[config.mk]
export PLATFORM = sky130hd
export DESIGN_NAME = i2c_target_bus_engine
export DESIGN_NICKNAME = d
export VERILOG_FILES = /design/src/hdl/i2cte_pkg.sv /design/src/hdl/i2c_target_bus_engine.sv
export SDC_FILE = /design/constraint.sdc
export NUM_CORES = 1
export LEC_CHECK = 0
export BUFFER_PORTS_ARGS = -buffer_cell sky130_fd_sc_hd__clkbuf_2
export CAP_MARGIN = 5
export CORE_MARGIN = 2
export CORE_UTILIZATION = 45
export CTS_BUF_LIST = sky130_fd_sc_hd__clkbuf_2 sky130_fd_sc_hd__clkbuf_4 sky130_fd_sc_hd__clkbuf_8
export CTS_CLUSTER_DIAMETER = 30
export DETAILED_ROUTE_END_ITERATION = 12
export SYNTH_ARGS = -nofsm -noshare
export SYNTH_HDL_FRONTEND = slang
export SYNTH_SLANG_ARGS = --single-unit
[constraint.sdc]
create_clock -name i_clk -period 7.8 [get_ports i_clk]
set_input_delay 0.39 -clock i_clk [delete_from_list [all_inputs] [get_ports i_clk]]
set_output_delay 0.39 -clock i_clk [all_outputs]
set_load 0.01 [all_outputs]
[src/hdl/i2cte_pkg.sv]
`default_nettype none

package i2cte_pkg;

    localparam int NUM_TARGETS_DEF = 4;
    localparam int MAX_SLOTS       = 4;
    localparam int ADDR_W          = 7;
    localparam int MASK_W          = 4;
    localparam int BYTE_W          = 8;
    localparam int CNT_W           = 4;
    localparam int SLOT_W          = 2;
    localparam int CFG_IDX_W       = 3;
    localparam int CFG_DATA_W      = 8;

    localparam logic [CFG_IDX_W-1:0] CFG_TARGET_ADDR_3 = 3'd3;
    localparam logic [CFG_IDX_W-1:0] CFG_ENABLE_MASK   = 3'd4;

endpackage

`default_nettype wire

[src/hdl/i2c_target_bus_engine.sv]
// i2c target bus engine
// one input beat per sample of the bus lines (clock, data) plus the active
// peripheral's answers (read_ready/read_byte, write_accept); one result beat
// per input beat carrying the driven data line and the session strobes.
// input channel: i_in_valid/o_in_ready, result channel: o_out_valid/i_out_ready.
// configuration: i_cfg_valid/o_cfg_ready with i_cfg_index and i_cfg_data;
// indexes 0..3 are the slot addresses, 4 the enable mask, others are dropped.
// o_cfg_ready is always high; write only while no beat is in flight.
// a beat is registered at the input, then the bus step runs combinationally
// into the result register. throughput: one beat per cycle while the result
// stage is not stalled, set by the combinational edge detect, address compare
// and state update between the registers. a stalled result stage holds its
// beat; the input register still takes one more beat, after which o_in_ready
// drops until the result is taken.
// reset (synchronous, active low) clears the bus state, the configuration
// and both pipeline stages.
`default_nettype none

module i2c_target_bus_engine
    import i2cte_pkg::*;
#(
    parameter int NUM_TARGETS = NUM_TARGETS_DEF
) (
    input  wire logic                  i_clk,
    input  wire logic                  i_rst_n,
    input  wire logic                  i_cfg_valid,
    output logic                       o_cfg_ready,
    input  wire logic [CFG_IDX_W-1:0]  i_cfg_index,
    input  wire logic [CFG_DATA_W-1:0] i_cfg_data,
    input  wire logic                  i_in_valid,
    output logic                       o_in_ready,
    input  wire logic                  i_clock_pulled,
    input  wire logic                  i_data_pulled,
    input  wire logic                  i_read_ready,
    input  wire logic [BYTE_W-1:0]     i_read_byte,
    input  wire logic                  i_write_accept,
    output logic                       o_out_valid,
    input  wire logic                  i_out_ready,
    output logic                       o_data_line_pulled,
    output logic                       o_start_strobe,
    output logic                       o_start_is_read,
    output logic [SLOT_W-1:0]          o_target_index,
    output logic                       o_stop_strobe,
    output logic                       o_write_strobe,
    output logic [BYTE_W-1:0]          o_write_byte,
    output logic                       o_read_strobe
);

    localparam int SLOTS = (NUM_TARGETS < MAX_SLOTS) ? NUM_TARGETS : MAX_SLOTS;

    typedef enum logic [2:0] {
        PH_IDLE,
        PH_ADDR,
        PH_RECV,
        PH_RACK,
        PH_BACK
    } t_phase;

    typedef enum logic [2:0] {
        EV_NONE,
        EV_START,
        EV_STOP,
        EV_ZERO,
        EV_ONE,
        EV_DONE
    } t_event;

    // configuration
    logic [ADDR_W-1:0] r_addr [SLOTS];
    logic [MASK_W-1:0] r_mask;

    // input stage
    logic              r_in_valid;
    logic              r_clock;
    logic              r_data;
    logic              r_rd_ready;
    logic [BYTE_W-1:0] r_rd_byte;
    logic              r_wr_accept;

    // bus state
    logic              r_last_clock, n_last_clock;
    logic              r_last_data, n_last_data;
    logic              r_within_bit, n_within_bit;
    t_phase            r_phase, n_phase;
    logic [BYTE_W-1:0] r_shift_in, n_shift_in;
    logic [CNT_W-1:0]  r_bits_captured, n_bits_captured;
    logic [BYTE_W-1:0] r_shift_out, n_shift_out;
    logic [CNT_W-1:0]  r_bits_to_send, n_bits_to_send;
    logic              r_session, n_session;
    logic [SLOT_W-1:0] r_slot, n_slot;

    // result stage
    logic              r_out_valid;
    logic              r_line;
    logic              r_start;
    logic              r_is_read;
    logic              r_stop;
    logic              r_wstrobe;
    logic [BYTE_W-1:0] r_wbyte;
    logic              r_rstrobe;

    logic              n_line;
    logic              n_start;
    logic              n_is_read;
    logic              n_stop;
    logic              n_wstrobe;
    logic [BYTE_W-1:0] n_wbyte;
    logic              n_rstrobe;

    t_event            ev;
    logic              advance;
    logic [BYTE_W-1:0] cap_si;
    logic [CNT_W-1:0]  cap_bc;
    logic              hit;
    logic [SLOT_W-1:0] hit_slot;
    logic [CNT_W-1:0]  e_bits_to_send;
    logic [BYTE_W-1:0] e_shift_out;

    assign advance     = r_in_valid && (!r_out_valid || i_out_ready);
    assign o_in_ready  = !r_in_valid || advance;
    assign o_cfg_ready = 1'b1;

    // edge and condition detect
    always_comb begin
        ev             = EV_NONE;
        n_last_clock   = r_last_clock;
        n_last_data    = r_last_data;
        n_within_bit   = r_within_bit;
        e_bits_to_send = r_bits_to_send;
        e_shift_out    = r_shift_out;
        if (r_clock != r_last_clock || r_data != r_last_data) begin
            n_last_clock = r_clock;
            n_last_data  = r_data;
            if (r_bits_to_send != '0) begin
                if (!r_last_clock && r_clock) begin
                    e_bits_to_send = r_bits_to_send - CNT_W'(1);
                    e_shift_out    = {r_shift_out[BYTE_W-2:0], 1'b0};
                    if (r_bits_to_send == CNT_W'(1)) begin
                        ev = EV_DONE;
                    end
                end
            end else if (!r_clock && r_last_data != r_data) begin
                n_within_bit = 1'b0;
                ev = r_data ? EV_START : EV_STOP;
            end else if (r_clock != r_last_clock) begin
                if (!r_clock) begin
                    n_within_bit = 1'b1;
                end else if (r_within_bit) begin
                    n_within_bit = 1'b0;
                    ev = r_data ? EV_ZERO : EV_ONE;
                end
            end
        end
    end

    assign cap_si = {r_shift_in[BYTE_W-2:0], ev != EV_ZERO};
    assign cap_bc = r_bits_captured + CNT_W'(1);

    // lowest enabled slot wins
    always_comb begin
        hit      = 1'b0;
        hit_slot = '0;
        for (int i = SLOTS - 1; i >= 0; i--) begin
            if (r_mask[i] && r_addr[i] == cap_si[BYTE_W-1:1]) begin
                hit      = 1'b1;
                hit_slot = SLOT_W'(i);
            end
        end
    end

    // protocol handling
    always_comb begin
        n_phase         = r_phase;
        n_shift_in      = r_shift_in;
        n_bits_captured = r_bits_captured;
        n_shift_out     = e_shift_out;
        n_bits_to_send  = e_bits_to_send;
        n_session       = r_session;
        n_slot          = r_slot;
        n_start         = 1'b0;
        n_is_read       = 1'b0;
        n_stop          = 1'b0;
        n_wstrobe       = 1'b0;
        n_wbyte         = '0;
        n_rstrobe       = 1'b0;
        if (ev == EV_START) begin
            n_phase         = PH_ADDR;
            n_shift_in      = '0;
            n_bits_captured = '0;
            n_session       = 1'b0;
        end else if (ev == EV_STOP) begin
            n_stop          = r_session;
            n_phase         = PH_IDLE;
            n_shift_in      = '0;
            n_bits_captured = '0;
            n_session       = 1'b0;
        end else if (ev != EV_NONE) begin
            case (r_phase)
                PH_ADDR: begin
                    n_shift_in      = cap_si;
                    n_bits_captured = cap_bc;
                    if (cap_bc == CNT_W'(BYTE_W)) begin
                        n_phase = PH_IDLE;
                        if (hit) begin
                            n_session       = 1'b1;
                            n_slot          = hit_slot;
                            n_start         = 1'b1;
                            n_is_read       = cap_si[0];
                            n_shift_out     = '0;
                            n_bits_to_send  = CNT_W'(1);
                            n_phase         = cap_si[0] ? PH_RACK : PH_RECV;
                            n_shift_in      = '0;
                            n_bits_captured = '0;
                        end
                    end
                end
                PH_RECV: begin
                    if (ev != EV_DONE) begin
                        n_shift_in      = cap_si;
                        n_bits_captured = cap_bc;
                        if (cap_bc == CNT_W'(BYTE_W)) begin
                            n_wstrobe       = 1'b1;
                            n_wbyte         = cap_si;
                            n_shift_in      = '0;
                            n_bits_captured = '0;
                            if (r_wr_accept) begin
                                n_shift_out    = '0;
                                n_bits_to_send = CNT_W'(1);
                                n_phase        = PH_RECV;
                            end else begin
                                n_phase   = PH_IDLE;
                                n_session = 1'b0;
                            end
                        end
                    end
                end
                PH_RACK, PH_BACK: begin
                    if (r_phase == PH_BACK && ev != EV_DONE && ev != EV_ZERO) begin
                        n_phase         = PH_IDLE;
                        n_shift_in      = '0;
                        n_bits_captured = '0;
                        n_session       = 1'b0;
                    end else if ((r_phase == PH_RACK && ev == EV_DONE) ||
                                 (r_phase == PH_BACK && ev == EV_ZERO)) begin
                        n_rstrobe       = 1'b1;
                        n_shift_in      = '0;
                        n_bits_captured = '0;
                        if (r_rd_ready) begin
                            n_shift_out    = r_rd_byte;
                            n_bits_to_send = CNT_W'(BYTE_W);
                            n_phase        = PH_BACK;
                        end else begin
                            n_phase = PH_IDLE;
                        end
                    end
                end
                default: begin
                end
            endcase
        end
        n_line = r_data || (n_bits_to_send != '0 && !n_shift_out[BYTE_W-1]);
    end

    always_ff @(posedge i_clk) begin
        if (!i_rst_n) begin
            for (int i = 0; i < SLOTS; i++) begin
                r_addr[i] <= '0;
            end
            r_mask          <= '0;
            r_in_valid      <= 1'b0;
            r_out_valid     <= 1'b0;
            r_last_clock    <= 1'b0;
            r_last_data     <= 1'b0;
            r_within_bit    <= 1'b0;
            r_phase         <= PH_IDLE;
            r_shift_in      <= '0;
            r_bits_captured <= '0;
            r_shift_out     <= '0;
            r_bits_to_send  <= '0;
            r_session       <= 1'b0;
            r_slot          <= '0;
        end else begin
            if (i_cfg_valid) begin
                if (i_cfg_index <= CFG_TARGET_ADDR_3) begin
                    for (int i = 0; i < SLOTS; i++) begin
                        if (i_cfg_index == CFG_IDX_W'(i)) begin
                            r_addr[i] <= i_cfg_data[ADDR_W-1:0];
                        end
                    end
                end else if (i_cfg_index == CFG_ENABLE_MASK) begin
                    r_mask <= i_cfg_data[MASK_W-1:0];
                end
            end

            if (o_in_ready) begin
                r_in_valid <= i_in_valid;
                if (i_in_valid) begin
                    r_clock     <= i_clock_pulled;
                    r_data      <= i_data_pulled;
                    r_rd_ready  <= i_read_ready;
                    r_rd_byte   <= i_read_byte;
                    r_wr_accept <= i_write_accept;
                end
            end

            if (advance) begin
                r_last_clock    <= n_last_clock;
                r_last_data     <= n_last_data;
                r_within_bit    <= n_within_bit;
                r_phase         <= n_phase;
                r_shift_in      <= n_shift_in;
                r_bits_captured <= n_bits_captured;
                r_shift_out     <= n_shift_out;
                r_bits_to_send  <= n_bits_to_send;
                r_session       <= n_session;
                r_slot          <= n_slot;
                r_out_valid     <= 1'b1;
                r_line          <= n_line;
                r_start         <= n_start;
                r_is_read       <= n_is_read;
                r_stop          <= n_stop;
                r_wstrobe       <= n_wstrobe;
                r_wbyte         <= n_wbyte;
                r_rstrobe       <= n_rstrobe;
            end else if (i_out_ready) begin
                r_out_valid <= 1'b0;
            end
        end
    end

    assign o_out_valid        = r_out_valid;
    assign o_data_line_pulled = r_line;
    assign o_start_strobe     = r_start;
    assign o_start_is_read    = r_is_read;
    assign o_target_index     = r_slot;
    assign o_stop_strobe      = r_stop;
    assign o_write_strobe     = r_wstrobe;
    assign o_write_byte       = r_wbyte;
    assign o_read_strobe      = r_rstrobe;

endmodule

`default_nettype wire

Word level (Yosys, flattened, before mapping)
Memories as Yosys holds them, arrays and structs flattened.
Cells that the tools add are included.

storage, ports and cells
  output and inout bits = 19
  memories = 1
  bits in writable memories = 28
  register bits = 64
  word-level logic and storage cells = 244

memory list
  name    words  width  rd ports  clocked after Yosys merged registers in  write ports  line                         RTL
  r_addr  4      7      4         0                                        4            i2c_target_bus_engine.sv:69  logic [ADDR_W-1:0] r_addr [SLOTS];

cells by class
  bitwise logic cells = 15
  mux-type cells = 124
  $lt $le $gt $ge = 1
  equality and inequality tests = 30
  $add $sub $neg = 2
  reduce and logical (&&, ||, !) cells = 46

operators with widths
  cell                count
  $mux 8              14
  $mux 4              23
  $mux 7              13
  $mux 3              18
  $mux 1              43
  $eq 7x7->1          4
  $ne 4x4->1 const B  6
  $pmux 4 s3          2
  $pmux 8 s3          1
  $pmux 7 s3          1
  $eq 3x2->1 const B  6
  $reduce_or 5->1     3
  $mux 2              7
  $reduce_and 7->1    2
  $logic_and 1x1->1   12
  $reduce_or 6->1     2
  $not 1->1           11
  $eq 3x1->1 const B  3
  $eq 3x3->1 const B  3
  $pmux 3 s3          1
  $reduce_and 9->1    1
  $reduce_bool 4->1   2
  $reduce_and 3->1    2
  $reduce_bool 3->1   2
  20 further kinds    36

Logic depth before layout (Yosys ltp)
Gate-level depths: netlist (run 1).

  depth in word-level cells = 19
  mapped depth = 12
  depth with buffers taken out = 9

Least setup slack after synthesis (run 1)
OpenSTA, ideal clock, no wires.

  path kind = reg2reg
  start = reg r_clock
  end = reg r_line (netlist: o_data_line_pulled), data pin
  library setup time = 0.259 ns
  arrival time = 2.356 ns
  slack = 5.185 ns
  stages on the path, launching flop included = 9
  path through = edfxtp_1 -> ha_1 -> a2111oi_4 -> and2_1 -> nand2_1 -> a2111oi_2 -> buf_4 -> nor2_1 -> o31a_1

between the ends
  word-level cells in the longest chain between the ends = 17

ends and longest elaborated chain
  element                                               line                                                        RTL
  start: declaration                                    i2c_target_bus_engine.sv:74                                 logic r_clock;
  start signal: assignment                              i2c_target_bus_engine.sv:298                                r_clock <= i_clock_pulled;
  $mux 3 (tied with other cells)                        i2c_target_bus_engine.sv:146                                if (!r_clock) begin
  $mux 3 or $logic_and 1x1->1 (tied branches)           i2c_target_bus_engine.sv:145, i2c_target_bus_engine.sv:142
  $mux 3                                                i2c_target_bus_engine.sv:142                                end else if (!r_clock && r_last_data != r_data) begin
  $mux 3                                                i2c_target_bus_engine.sv:134                                if (r_bits_to_send != '0) begin
  $mux 3                                                i2c_target_bus_engine.sv:131                                if (r_clock != r_last_clock || r_data != r_last_data) begin
  $eq 3x3->1 or $eq 3x2->1 (tied branches)              i2c_target_bus_engine.sv:243, i2c_target_bus_engine.sv:244
  $logic_and 1x1->1 (on tied branches)                  i2c_target_bus_engine.sv:243, i2c_target_bus_engine.sv:244
  $logic_or 1x1->1                                      i2c_target_bus_engine.sv:243                                end else if ((r_phase == PH_RACK && ev == EV_DONE) ||
  [2 not listed]                                        --
  $pmux 4 s3 or $pmux 8 s3 (tied branches)              i2c_target_bus_engine.sv:198                                case (r_phase)
  $mux 4 or $mux 8 (tied branches)                      i2c_target_bus_engine.sv:197                                end else if (ev != EV_NONE) begin
  $mux 4 or $mux 8 (tied branches)                      i2c_target_bus_engine.sv:191                                end else if (ev == EV_STOP) begin
  $mux 4 or $mux 8 (tied branches)                      i2c_target_bus_engine.sv:186                                if (ev == EV_START) begin
  $reduce_bool 4->1 or $logic_not 1->1 (tied branches)  i2c_target_bus_engine.sv:261                                n_line = r_data || (n_bits_to_send != '0 && !n_shift_out[BYTE_W-1]);
  $logic_and 1x1->1 *                                   i2c_target_bus_engine.sv:261
  $logic_or 1x1->1 *                                    i2c_target_bus_engine.sv:261
  net n_line                                            i2c_target_bus_engine.sv:102                                logic n_line;
  end signal: assignment                                i2c_target_bus_engine.sv:318                                r_line <= n_line;
  end: declaration                                      i2c_target_bus_engine.sv:94                                 logic r_line;

Mark *: on every way through the listed nets, which the timed path passes. The rest lies on a longest branch.
A chain may end at the register's enable or synchronous reset.

Worst setup path in the final report (run 1)
  start = reg r_clock
  end = reg r_bits_to_send[1]

between the ends
  word-level cells in the longest chain between the ends = 14

ends and longest elaborated chain
  element                                      line                                                        RTL
  $mux 3 (tied with other cells)               i2c_target_bus_engine.sv:146
  $mux 3 or $logic_and 1x1->1 (tied branches)  i2c_target_bus_engine.sv:145, i2c_target_bus_engine.sv:142
  $mux 3                                       i2c_target_bus_engine.sv:142
  $mux 3                                       i2c_target_bus_engine.sv:134
  $mux 3                                       i2c_target_bus_engine.sv:131
  $eq 3x3->1 or $eq 3x2->1 (tied branches)     i2c_target_bus_engine.sv:243, i2c_target_bus_engine.sv:244
  $logic_and 1x1->1 (on tied branches)         i2c_target_bus_engine.sv:243, i2c_target_bus_engine.sv:244
  $logic_or 1x1->1                             i2c_target_bus_engine.sv:243
  $mux 4                                       i2c_target_bus_engine.sv:243
  $mux 4                                       i2c_target_bus_engine.sv:238                                if (r_phase == PH_BACK && ev != EV_DONE && ev != EV_ZERO) begin
  $pmux 4 s3                                   i2c_target_bus_engine.sv:198
  $mux 4                                       i2c_target_bus_engine.sv:197
  $mux 4                                       i2c_target_bus_engine.sv:191
  $mux 4 *                                     i2c_target_bus_engine.sv:186
  end signal: assignment                       i2c_target_bus_engine.sv:314                                r_bits_to_send <= n_bits_to_send;
  end: declaration                             i2c_target_bus_engine.sv:88                                 logic [CNT_W-1:0] r_bits_to_send, n_bits_to_send;

Mark *: on every way between the ends. The rest lies on a longest branch, timed or not.

==> metrics.cfg, run 1 <==
[clock_tree]
cts_tree=yes
clockRootBuffer=clkbuf_8
cts.repair.resized=0
clkLatencyLatePin_ns=0.38
cts_sinks=92
numCtsBuffers=9
cts_max_level=3
clock_path_buffers=2
cts_hold_buffers=0
clkSlewWorstSetupHoldPaths_ns=0.09
postCtsSetupRepairBufs=0

[synth]
syn_nets=504
synth.distinct_cells=65
synth_top_area_frac=0.3400
synth_cells=471
yosysTopAreaCell=edfxtp_1
synth_area_mm2=0.004770
yosysSeqAreaShare=0.4995
synth_edf_count=54
syn_avg_cell_area_um2=10.13
synth_warnings=0
ys_ff_latch=92
synth-async-reset-ratio=0
yosys_most_used_dff=edfxtp_1
synth.area.top_cells=edfxtp_1, dfxtp_1, and2_1

[timing]
finalSetupViolCount=0
maxSlewHeadroom=0.3342
maxClockFrequency_ghz=0.3117
timing.final.crit_share=0.4112
finalClockSkew_ns=0.01450
finalHoldViolCount=0
rsz0062_at_grt=no
tns_ns=0
worst_slew_pin_slew_ns=0.9902
final-max-slew-violation-count=0
post-route-min-period_ns=3.208

[layout]
layout-drive-gt1-share=0.1508
final_cells=640
area_delta_synth_final_pct=9.418
design_area_mm2=0.005219
n_antenna_cell=0
fillers=966
fin_nets=532

[routing]
drtAntennaViolNets=0
routed_via_density=5.556
drt_iter0_markers=137
drcViolationCount=0
drt_pass1_iterations=4
vias=3556
wirelength_um=10610
wl_per_cell_um=16.58

[power_and_ir_drop]
p_per_area_mw_per_mm2=182.5
p_clk_frac=0.309
p_sw_frac=0.2668
ir_worst_vdd_mv=0.08158
seqPwrFrac=0.576
leakage_nw=1.876
power_mw=0.9522
internal-power_mw=0.6981
comb_power_share=0.115
p_switching_mw=0.2540

[worst_setup_path]
endpoint_kind=register
critPathRequiredTime_ns=8.06
slowest_stage=a2111oi_4
crit_type=register to register
cp-start-kind=register
max_stage_delay_ns=0.62
crit_chain=ha_1 -> a2111oi_4 -> a21boi_1 -> and3_1 -> a2bb2oi_1 -> o31ai_1 -> o21a_1
critPathArrivalTime_ns=3.47
critPathMaxFanout=17

[die]
chipWidth_um=107.0
core_mm2=0.01032
ioPinCount=47
die_area_mm2=0.01144
core.rowCount=37
start_util=0.4620
die_height_um=107.0

[global_route]
antenna_found_initial=0
grt_overflow=0
grt_pass1_vias=3380
grt_max_degree=29
grtUsageTotal=0.1975
grt_pass1_wl_um=17320

[placed_design]
postPlaceCellArea_mm2=0.005047
dp_hpwl_um=7276
dp.cells=624
routabilityCongestion=0.8682
port_buffers=44

[run]
max_cap_violations=0

[outcome]
status=completed

[hold_path]
hold_path_class=input port to register

[layer usage]
| metal | global-route usage | wire (um) | vias up |
|---|---|---|---|
| met1 | 0.2747 | 5063 | 1694 |
| met3 | 0.02979 | 434 | 21 |
| met4 | 0.07978 | 256 | 0 |
| met5 | 0 | 0 | - |
| met2 | 0.3098 | 4858 | 80 |
| li1 | - | - | 1761 |
[through the flow]
stage | setup WS [ns] | util | hold WS [ns]
6_report | 4.592 | 0.5055 | 0.1919
5_1_grt | 4.321 | 0.5055 | 0.1830
4_1_cts | 4.577 | 0.5055 | 0.1793
3_5_place_dp | 4.596 | 0.4889 | 0.4661
3_3_place_gp | 4.660 | 0.4889 | 0.4738
2_1_floorplan | 5.185 | - | 0.4589
[layout make-up]
cell class,count,area (um2),share of cell area
sequential,92,2382,0.4565
multi-input combinational,340,2215,0.4244
timing repair buffer,48,250.2,0.04795
tap,136,170.2,0.03261
clock buffer,10,131.4,0.02517
clock inverter,6,40.04,0.007672
inverter,8,30.03,0.005754
[power by group through the flow]
| stage | registers, mW | logic, mW | clock network [mW] |
|---|---|---|---|
| 2_1_floorplan | 0.557 | 0.0801 | 0 |
| 3_3_place_gp | 0.559 | 0.109 | 0 |
| 3_5_place_dp | 0.559 | 0.110 | 0 |
| 4_1_cts | 0.548 | 0.111 | 0.301 |
| 5_1_grt | 0.551 | 0.123 | 0.316 |
| 6_report | 0.548 | 0.110 | 0.294 |
[synthesized netlist by cell type (12+ instances only)]
cell and n:
clkbuf_1 17, nor2_1 32, and2_1 41, or3_1 12, a21oi_1 35, nand2_1 33, edfxtp_1 54, mux2i_1 17
o21ai_0 12, xnor2_1 29, dfxtp_1 38, nand3_1 16
[kinds of logic (layout without fill, tap and decap cells)]
group	after synthesis	in the layout	synth area share
adders and majority gates	5	5	0.01312
xor gates and xnor gates	30	30	0.05666
other	1	1	0.0007862
buffers and inverters	39	72	0.03620
and+or+nand+nor	187	187	0.2120
DFF	92	92	0.4995
AOI/OAI and AO/OA	98	98	0.1414
muxes	19	19	0.04040
[worst paths after layout]
check | from | end | slack, ns | depth (start not counted)
max | r_clock | r_bits_to_send[1] | 4.59 | 7
min | i_write_accept | r_wr_accept | 0.19 | 1
max reg2reg | r_clock | r_bits_to_send[1] | 4.59 | 7
min reg2reg | o_target_index[0] | o_target_index[0] | 0.48 | 2
[worst max-delay path: cells and delay by family (launching register included)]
kind / cells / cell delay, ns
AOI/OAI and AO/OA: 5 / 1.54
adders and majority gates: 1 / 0.46
and+or+nand+nor: 1 / 0.55
DFF: 1 / 0.54
[state kept, by name (all words and copies together) (netlist names), 2 cells and up]
name             count
r_bits_to_send       4
r_shift_out          8
o_target_index       2
r_rd_byte            8
r_bits_captured      4
o_write_byte         8
r_addr              28
r_phase              3
r_mask               4
r_shift_in           7
[cells in the final DEF (no fill, tap or decap), drive strengths merged, types with 17 or more instances in the layout]
cell type	instances
a21oi	36
and2	41
clkbuf	54
dfxtp	38
edfxtp	54
mux2i	17
nand2	34
nor2	32
xnor2	30
Power figures use the tool's default switching activity.
==> run 2: changes to the inputs <==
PLACE_DENSITY = 0.66   (was unset)
clock period = 2.9 ns   (was 7.8 ns; I/O delays follow)
==> run 2 against run 1 <==
Against the previous run:
- count of clock-buffer cells in the layout fell by 1
- fmax rose by 19%
- largest cell class unchanged
- combinational power rose to 3.1 times the previous value
- non-clock buffer count rose by 30
- routed wire length rose by 0.50%
- sequential share of layout area fell by 2.9 points
- power rose to 3.0 times the previous value
- first-iteration DRC count rose by 97%
- sequential cell count did not move
- via count rose by 2.6%
- clock skew fell by 0.0049 ns
- hold slack got worse by 0.10 ns
==> metrics.cfg, run 2 (same netlist as run 1, synthesis figures left out) <==
[outcome]
status=completed

[timing]
finalClockSkew_ns=0.009640  ; -0.004856 ns
worst_slew_pin_slew_ns=1.044  ; +0.05335 ns
maxClockFrequency_ghz=0.3699  ; +19%
final-max-slew-violation-count=0  ; unchanged
finalSetupViolCount=0  ; unchanged
timing.final.crit_share=0.9323  ; +0.5210
post-route-min-period_ns=2.704  ; -0.5041 ns
maxSlewHeadroom=0.2984  ; -0.03587
tns_ns=0  ; unchanged
finalHoldViolCount=0  ; unchanged
rsz0062_at_grt=no

[worst_setup_path]
reg2reg_setup_slack_ns=0.20  ; -4.40 ns
critPathMaxFanout=7  ; -10
cp-start-kind=register
critPathArrivalTime_ns=2.83  ; -0.64 ns
critPathRequiredTime_ns=3.03  ; -5.03 ns
crit_family=compound AO/OA/AOI/OAI gates
crit_type=register to register
max_stage_delay_ns=0.47  ; -0.15 ns
worst-path-buf-inv=1  ; +1
crit_chain=ha_2 -> a2111oi_4 -> buf_4 -> a21boi_1 -> nand3_1 -> mux2i_1 -> or3_1 -> o31a_1
slowest_stage=a2111oi_4
endpoint_kind=register

[layout]
layout_commonest_cell=edfxtp_1
utilization=0.5393  ; +0.03381
n_antenna_cell=0  ; unchanged
fillers=905  ; -6.3%
largest_reg_flops=28  ; unchanged
fin_nets=562  ; +5.6%
largest_register=r_addr
area_delta_synth_final_pct=16.74
final_cell_mix=edfxtp_1, clkbuf_2, and2_1
layout-drive-gt1-share=0.1816  ; +0.03085

[die]
core.rowCount=37  ; unchanged
chipWidth_um=107.0  ; unchanged
ioPinCount=47  ; unchanged
die_height_um=107.0  ; unchanged
start_util=0.4620  ; unchanged
die_area_mm2=0.01144  ; unchanged
core_mm2=0.01032  ; unchanged

[routing]
drt_iter0_markers=270  ; +97%
drtAntennaViolNets=0  ; unchanged
routed_via_density=5.448  ; -2.0%
drt_pass1_iterations=5  ; +1
wl_per_cell_um=15.92  ; -4.0%
wirelength_um=10670  ; +0.50%
drcViolationCount=0  ; unchanged
vias=3650  ; +2.6%

[power_and_ir_drop]
p_clk_frac=0.369  ; +0.060
p_sw_frac=0.2446  ; -0.02220
seqPwrFrac=0.511  ; -0.065
comb_power_share=0.119  ; +0.004
internal-power_mw=2.175  ; +210%
p_switching_mw=0.7043  ; +180%
p_per_area_mw_per_mm2=517.2  ; +180%
leakage_nw=2.062  ; +9.9%
ir_worst_vdd_mv=0.2922  ; +260%

[clock_tree]
numCtsBuffers=9  ; unchanged
cts_sinks=92  ; unchanged
cts_tree=yes
clkSlewWorstSetupHoldPaths_ns=0.10  ; about the same
clock_path_buffers=2  ; unchanged
cts_max_level=3  ; unchanged
clkLatencyLatePin_ns=0.38  ; about the same
clockRootBuffer=clkbuf_8

[global_route]
grt_pass1_wl_um=17150  ; -1.0%
grtUsageTotal=0.1940  ; -0.003565
grt_max_degree=29  ; unchanged
antenna_found_initial=0  ; unchanged
grt_overflow=0  ; unchanged
grt_pass1_vias=3459  ; +2.3%

[placed_design]
dp_hpwl_um=7414  ; +1.9%
routabilityCongestion=0.9209  ; +6.1%
port_buffers=44  ; unchanged

[hold_path]
hold_path_class=input port to register

[run]
max_cap_violations=0  ; unchanged

-- run 2: cell types whose count changed in the layout (fill, tap and decap cells not counted), moves of 3 or more --
cell           previous run  this run
buf_4                     4        21
bufinv_16                 0         3
clkinvlp_4                3         0
dlygate4sd3_1             0        13
-- run 2: worst paths after layout --
kind,from,to,cells after the start
max,r_clock,o_data_line_pulled,8
max reg2reg,r_clock,o_data_line_pulled,8
min,i_cfg_data[1],r_mask[1],3
min reg2reg,r_phase[0],r_phase[0],2
-- run 2: through the flow --
step           std cells  setup slack (ns)  area, um2  hold slack, ns  power (mW)
2_1_floorplan        471            0.2853       4770          0.2439       1.713
3_3_place_gp         638            0.2226       5152          0.3217       1.807
3_5_place_dp         638            0.1461       5152          0.3236       1.816
4_1_cts              667            0.1186       5529         0.07106       2.882
5_1_grt              670           0.02719       5568         0.08494       2.992
6_report             670            0.1964       5568         0.09144       2.880
-- run 2: power groups by stage --
stage               combinational, mW  clock, mW  sequential (mW)
finish                          0.344       1.06             1.47
detailed placement              0.314          0             1.50
CTS                             0.328       1.08             1.47
global route                    0.379       1.14             1.48
global placement                0.308          0             1.50
floorplan                       0.215          0             1.50
-- run 2: layout make-up --
type / count / area [um2] / share of cell area
Multi-Input combinational cell: 340 / 2231 / 0.4007
Inverter: 8 / 30.03 / 0.005393
Clock buffer: 9 / 123.9 / 0.02225
Clock inverter: 7 / 122.6 / 0.02202
Tap cell: 136 / 170.2 / 0.03056
Timing Repair Buffer: 78 / 508.0 / 0.09124
Sequential cell: 92 / 2382 / 0.4279
-- run 2: metal layers --
layer / GRT usage / routed length (um) / up-vias
li1: - / - / 1812
met1: 0.2660 / 4945 / 1717
met2: 0.2980 / 4964 / 100
met3: 0.03951 / 479 / 21
met4: 0.08442 / 275 / 0
met5: 0 / 0 / -
-- run 2: timing repair --
| item | 4_1_cts | 5_1_grt |
|---|---|---|
| resized for setup | 0 | 4 |
| hold buffers | 13 | 0 |
| endpoints found under the setup margin | 0 | 8 |
| setup buffers | 0 | 3 |
| hold endpoints to repair | 13 | 0 |
-- run 2: tightest hold or removal path, cell delays in order --
cell,delay [ns]
clkbuf_2,0.14
mux2i_1,0.08
nor2_1,0.07
==> run 3: changes to the inputs <==
CTS_BUF_LIST = sky130_fd_sc_hd__clkbuf_16   (was sky130_fd_sc_hd__clkbuf_2 sky130_fd_sc_hd__clkbuf_4 sky130_fd_sc_hd__clkbuf_8)
==> run 3 against run 2 <==
Against the previous run:
- routed wire length rose by 0.50%
- clock power grew 29%
- via count decreased by 1.0%
- worst setup slack worse by 0.0056 ns
- count of clock-buffer cells in the layout stayed put
- critical endpoint unchanged
==> metrics.cfg, run 3 (same netlist as run 1, synthesis figures left out) <==
[routing]
routed_via_density=5.399  ; -0.89%
drt_iter0_markers=264  ; -2.2%
drcViolationCount=0  ; unchanged
drtAntennaViolNets=0  ; unchanged
vias=3612  ; -1.0%
wirelength_um=10720  ; +0.50%
wl_per_cell_um=16.02  ; +0.65%
drt_pass1_iterations=5  ; unchanged

[global_route]
antenna_found_initial=0  ; unchanged
grt_max_degree=29  ; unchanged
grt_pass1_wl_um=17220  ; +0.44%
grtUsageTotal=0.1941  ; about the same
grt_overflow=0  ; unchanged
grt_pass1_vias=3485  ; +0.75%

[timing]
maxSlewHeadroom=0.3503  ; +0.05195
timing.final.crit_share=0.9342  ; +0.001924
tns_ns=0  ; unchanged
post-route-min-period_ns=2.709  ; +0.005579 ns
layout_setup_ws_ns=0.1908  ; -0.005579 ns
rsz0062_at_grt=no
maxClockFrequency_ghz=0.3691  ; -0.21%
finalSetupViolCount=0  ; unchanged
final-max-slew-violation-count=0  ; unchanged
worst_slew_pin_slew_ns=0.9663  ; -0.07726 ns
finalHoldViolCount=0  ; unchanged
finalClockSkew_ns=0.007481  ; -0.002159 ns

[worst_setup_path]
max_stage_delay_ns=0.46  ; about the same
reg2reg_from=r_clock
rr_worst_depth=8  ; unchanged
slowest_stage=a2111oi_4
cp-start-kind=register
critPathArrivalTime_ns=2.80  ; -0.03 ns
r2r-end=o_data_line_pulled
reg2reg_setup_slack_ns=0.19  ; about the same
crit_type=register to register
endpoint_kind=register
critPathRequiredTime_ns=2.99  ; -0.04 ns
crit_chain=ha_2 -> a2111oi_4 -> buf_4 -> a21boi_1 -> nand3_1 -> mux2i_1 -> or3_1 -> o31a_1
critPathMaxFanout=7  ; unchanged
crit_family=compound AO/OA/AOI/OAI gates
worst-path-buf-inv=1  ; unchanged

[outcome]
status=completed

[hold_path]
hold_start=i_in_valid
holdPathStages=3  ; unchanged
hold_path_class=input port to register
worstHoldEndpoint=r_in_valid

[layout]
fillers=892  ; -1.4%
design_area_mm2=0.005659  ; +1.6%
layout_commonest_cell=edfxtp_1
largest_register=r_addr
n_antenna_cell=0  ; unchanged
fin_nets=561  ; -0.18%
final_cells=669  ; -0.15%
layout-drive-gt1-share=0.1820  ; +0.0003408
largest_reg_flops=28  ; unchanged
final_cell_mix=edfxtp_1, clkbuf_2, and2_1
area_delta_synth_final_pct=18.65

[power_and_ir_drop]
p_sw_frac=0.2322  ; -0.01241
leakage_nw=2.104  ; +2.0%
internal-power_mw=2.446  ; +12%
comb_power_share=0.108  ; -0.011
p_per_area_mw_per_mm2=562.9  ; +8.8%
seqPwrFrac=0.463  ; -0.048
p_clk_frac=0.429  ; +0.060
p_switching_mw=0.7397  ; +5.0%
ir_worst_vdd_mv=0.3045  ; +4.2%

[clock_tree]
numCtsBuffers=9  ; unchanged
clkLatencyLatePin_ns=0.34  ; -0.04 ns
cts_tree=yes
clkSlewWorstSetupHoldPaths_ns=0.07  ; -0.03 ns
cts_sinks=92  ; unchanged
cts_max_level=3  ; unchanged
clock_path_buffers=2  ; unchanged
clockRootBuffer=clkbuf_16

[die]
core.rowCount=37  ; unchanged
die_area_mm2=0.01144  ; unchanged
die_height_um=107.0  ; unchanged
start_util=0.4620  ; unchanged
ioPinCount=47  ; unchanged
core_mm2=0.01032  ; unchanged
chipWidth_um=107.0  ; unchanged

[placed_design]
port_buffers=44  ; unchanged
place_ws_ns=0.1461  ; unchanged
dp_hpwl_um=7414  ; unchanged
routabilityCongestion=0.9209  ; unchanged
postPlaceCellArea_mm2=0.005152  ; unchanged
dp.cells=638  ; unchanged

[run]
max_cap_violations=0  ; unchanged

run 3: repair_timing:
item                       CTS  global route
resized for setup            0             4
buffers inserted             0             3
hold endpoints to repair    12             0
setup endpoints to repair    0            11
hold buffers                12             0
run 3: stage by stage:
step / util / hold WS (ns) / total power [mW]
2_1_floorplan: - / 0.2439 / 1.713
3_3_place_gp: 0.4991 / 0.3217 / 1.807
3_5_place_dp: 0.4991 / 0.3236 / 1.816
4_1_cts: 0.5444 / 0.01850 / 3.191
5_1_grt: 0.5482 / 0.03608 / 3.294
6_report: 0.5482 / 0.02556 / 3.185
run 3: area by class of cell:
type | instances | area [um2] | area share
clock buffer | 9 | 225.2 | 0.03980
clock inverter | 7 | 122.6 | 0.02167
inverter | 8 | 30.03 | 0.005306
multi-input combinational | 340 | 2231 | 0.3942
sequential | 92 | 2382 | 0.4210
tap | 136 | 170.2 | 0.03007
timing repair buffer | 77 | 498.0 | 0.08799
run 3: power groups by stage:
stage	Clock, mW	Sequential [mW]	Combinational [mW]
2_1_floorplan	0	1.50	0.215
3_3_place_gp	0	1.50	0.308
3_5_place_dp	0	1.50	0.314
4_1_cts	1.39	1.47	0.328
5_1_grt	1.44	1.48	0.379
6_report	1.37	1.47	0.345
run 3: worst register-to-register path, cell delays in order, from the launching register on:
cell and delay [ns]:
edfxtp_1 0.42, ha_2 0.37, a2111oi_4 0.46, buf_4 0.19
a21boi_1 0.19, nand3_1 0.22, mux2i_1 0.19, or3_1 0.32
o31a_1 0.11
run 3: worst max-delay path by stage:
stage / startpoint / to / cells past startpoint
final: r_clock / o_data_line_pulled / 8
after global routing: r_bits_to_send[1] / r_shift_in[0] / 10
after CTS: r_bits_to_send[1] / o_data_line_pulled / 9
after detailed placement: r_bits_to_send[1] / o_data_line_pulled / 9
after global placement: r_clock / r_shift_in[0] / 8
after floorplan: r_clock / o_data_line_pulled / 8
run 3: per-layer routing:
| layer | track usage | vias up | routed length (um) |
|---|---|---|---|
| li1 | - | 1815 | - |
| met1 | 0.2645 | 1700 | 5067 |
| met2 | 0.3066 | 79 | 5011 |
| met3 | 0.03222 | 18 | 383 |
| met4 | 0.08256 | 0 | 256 |
| met5 | 0 | - | 0 |
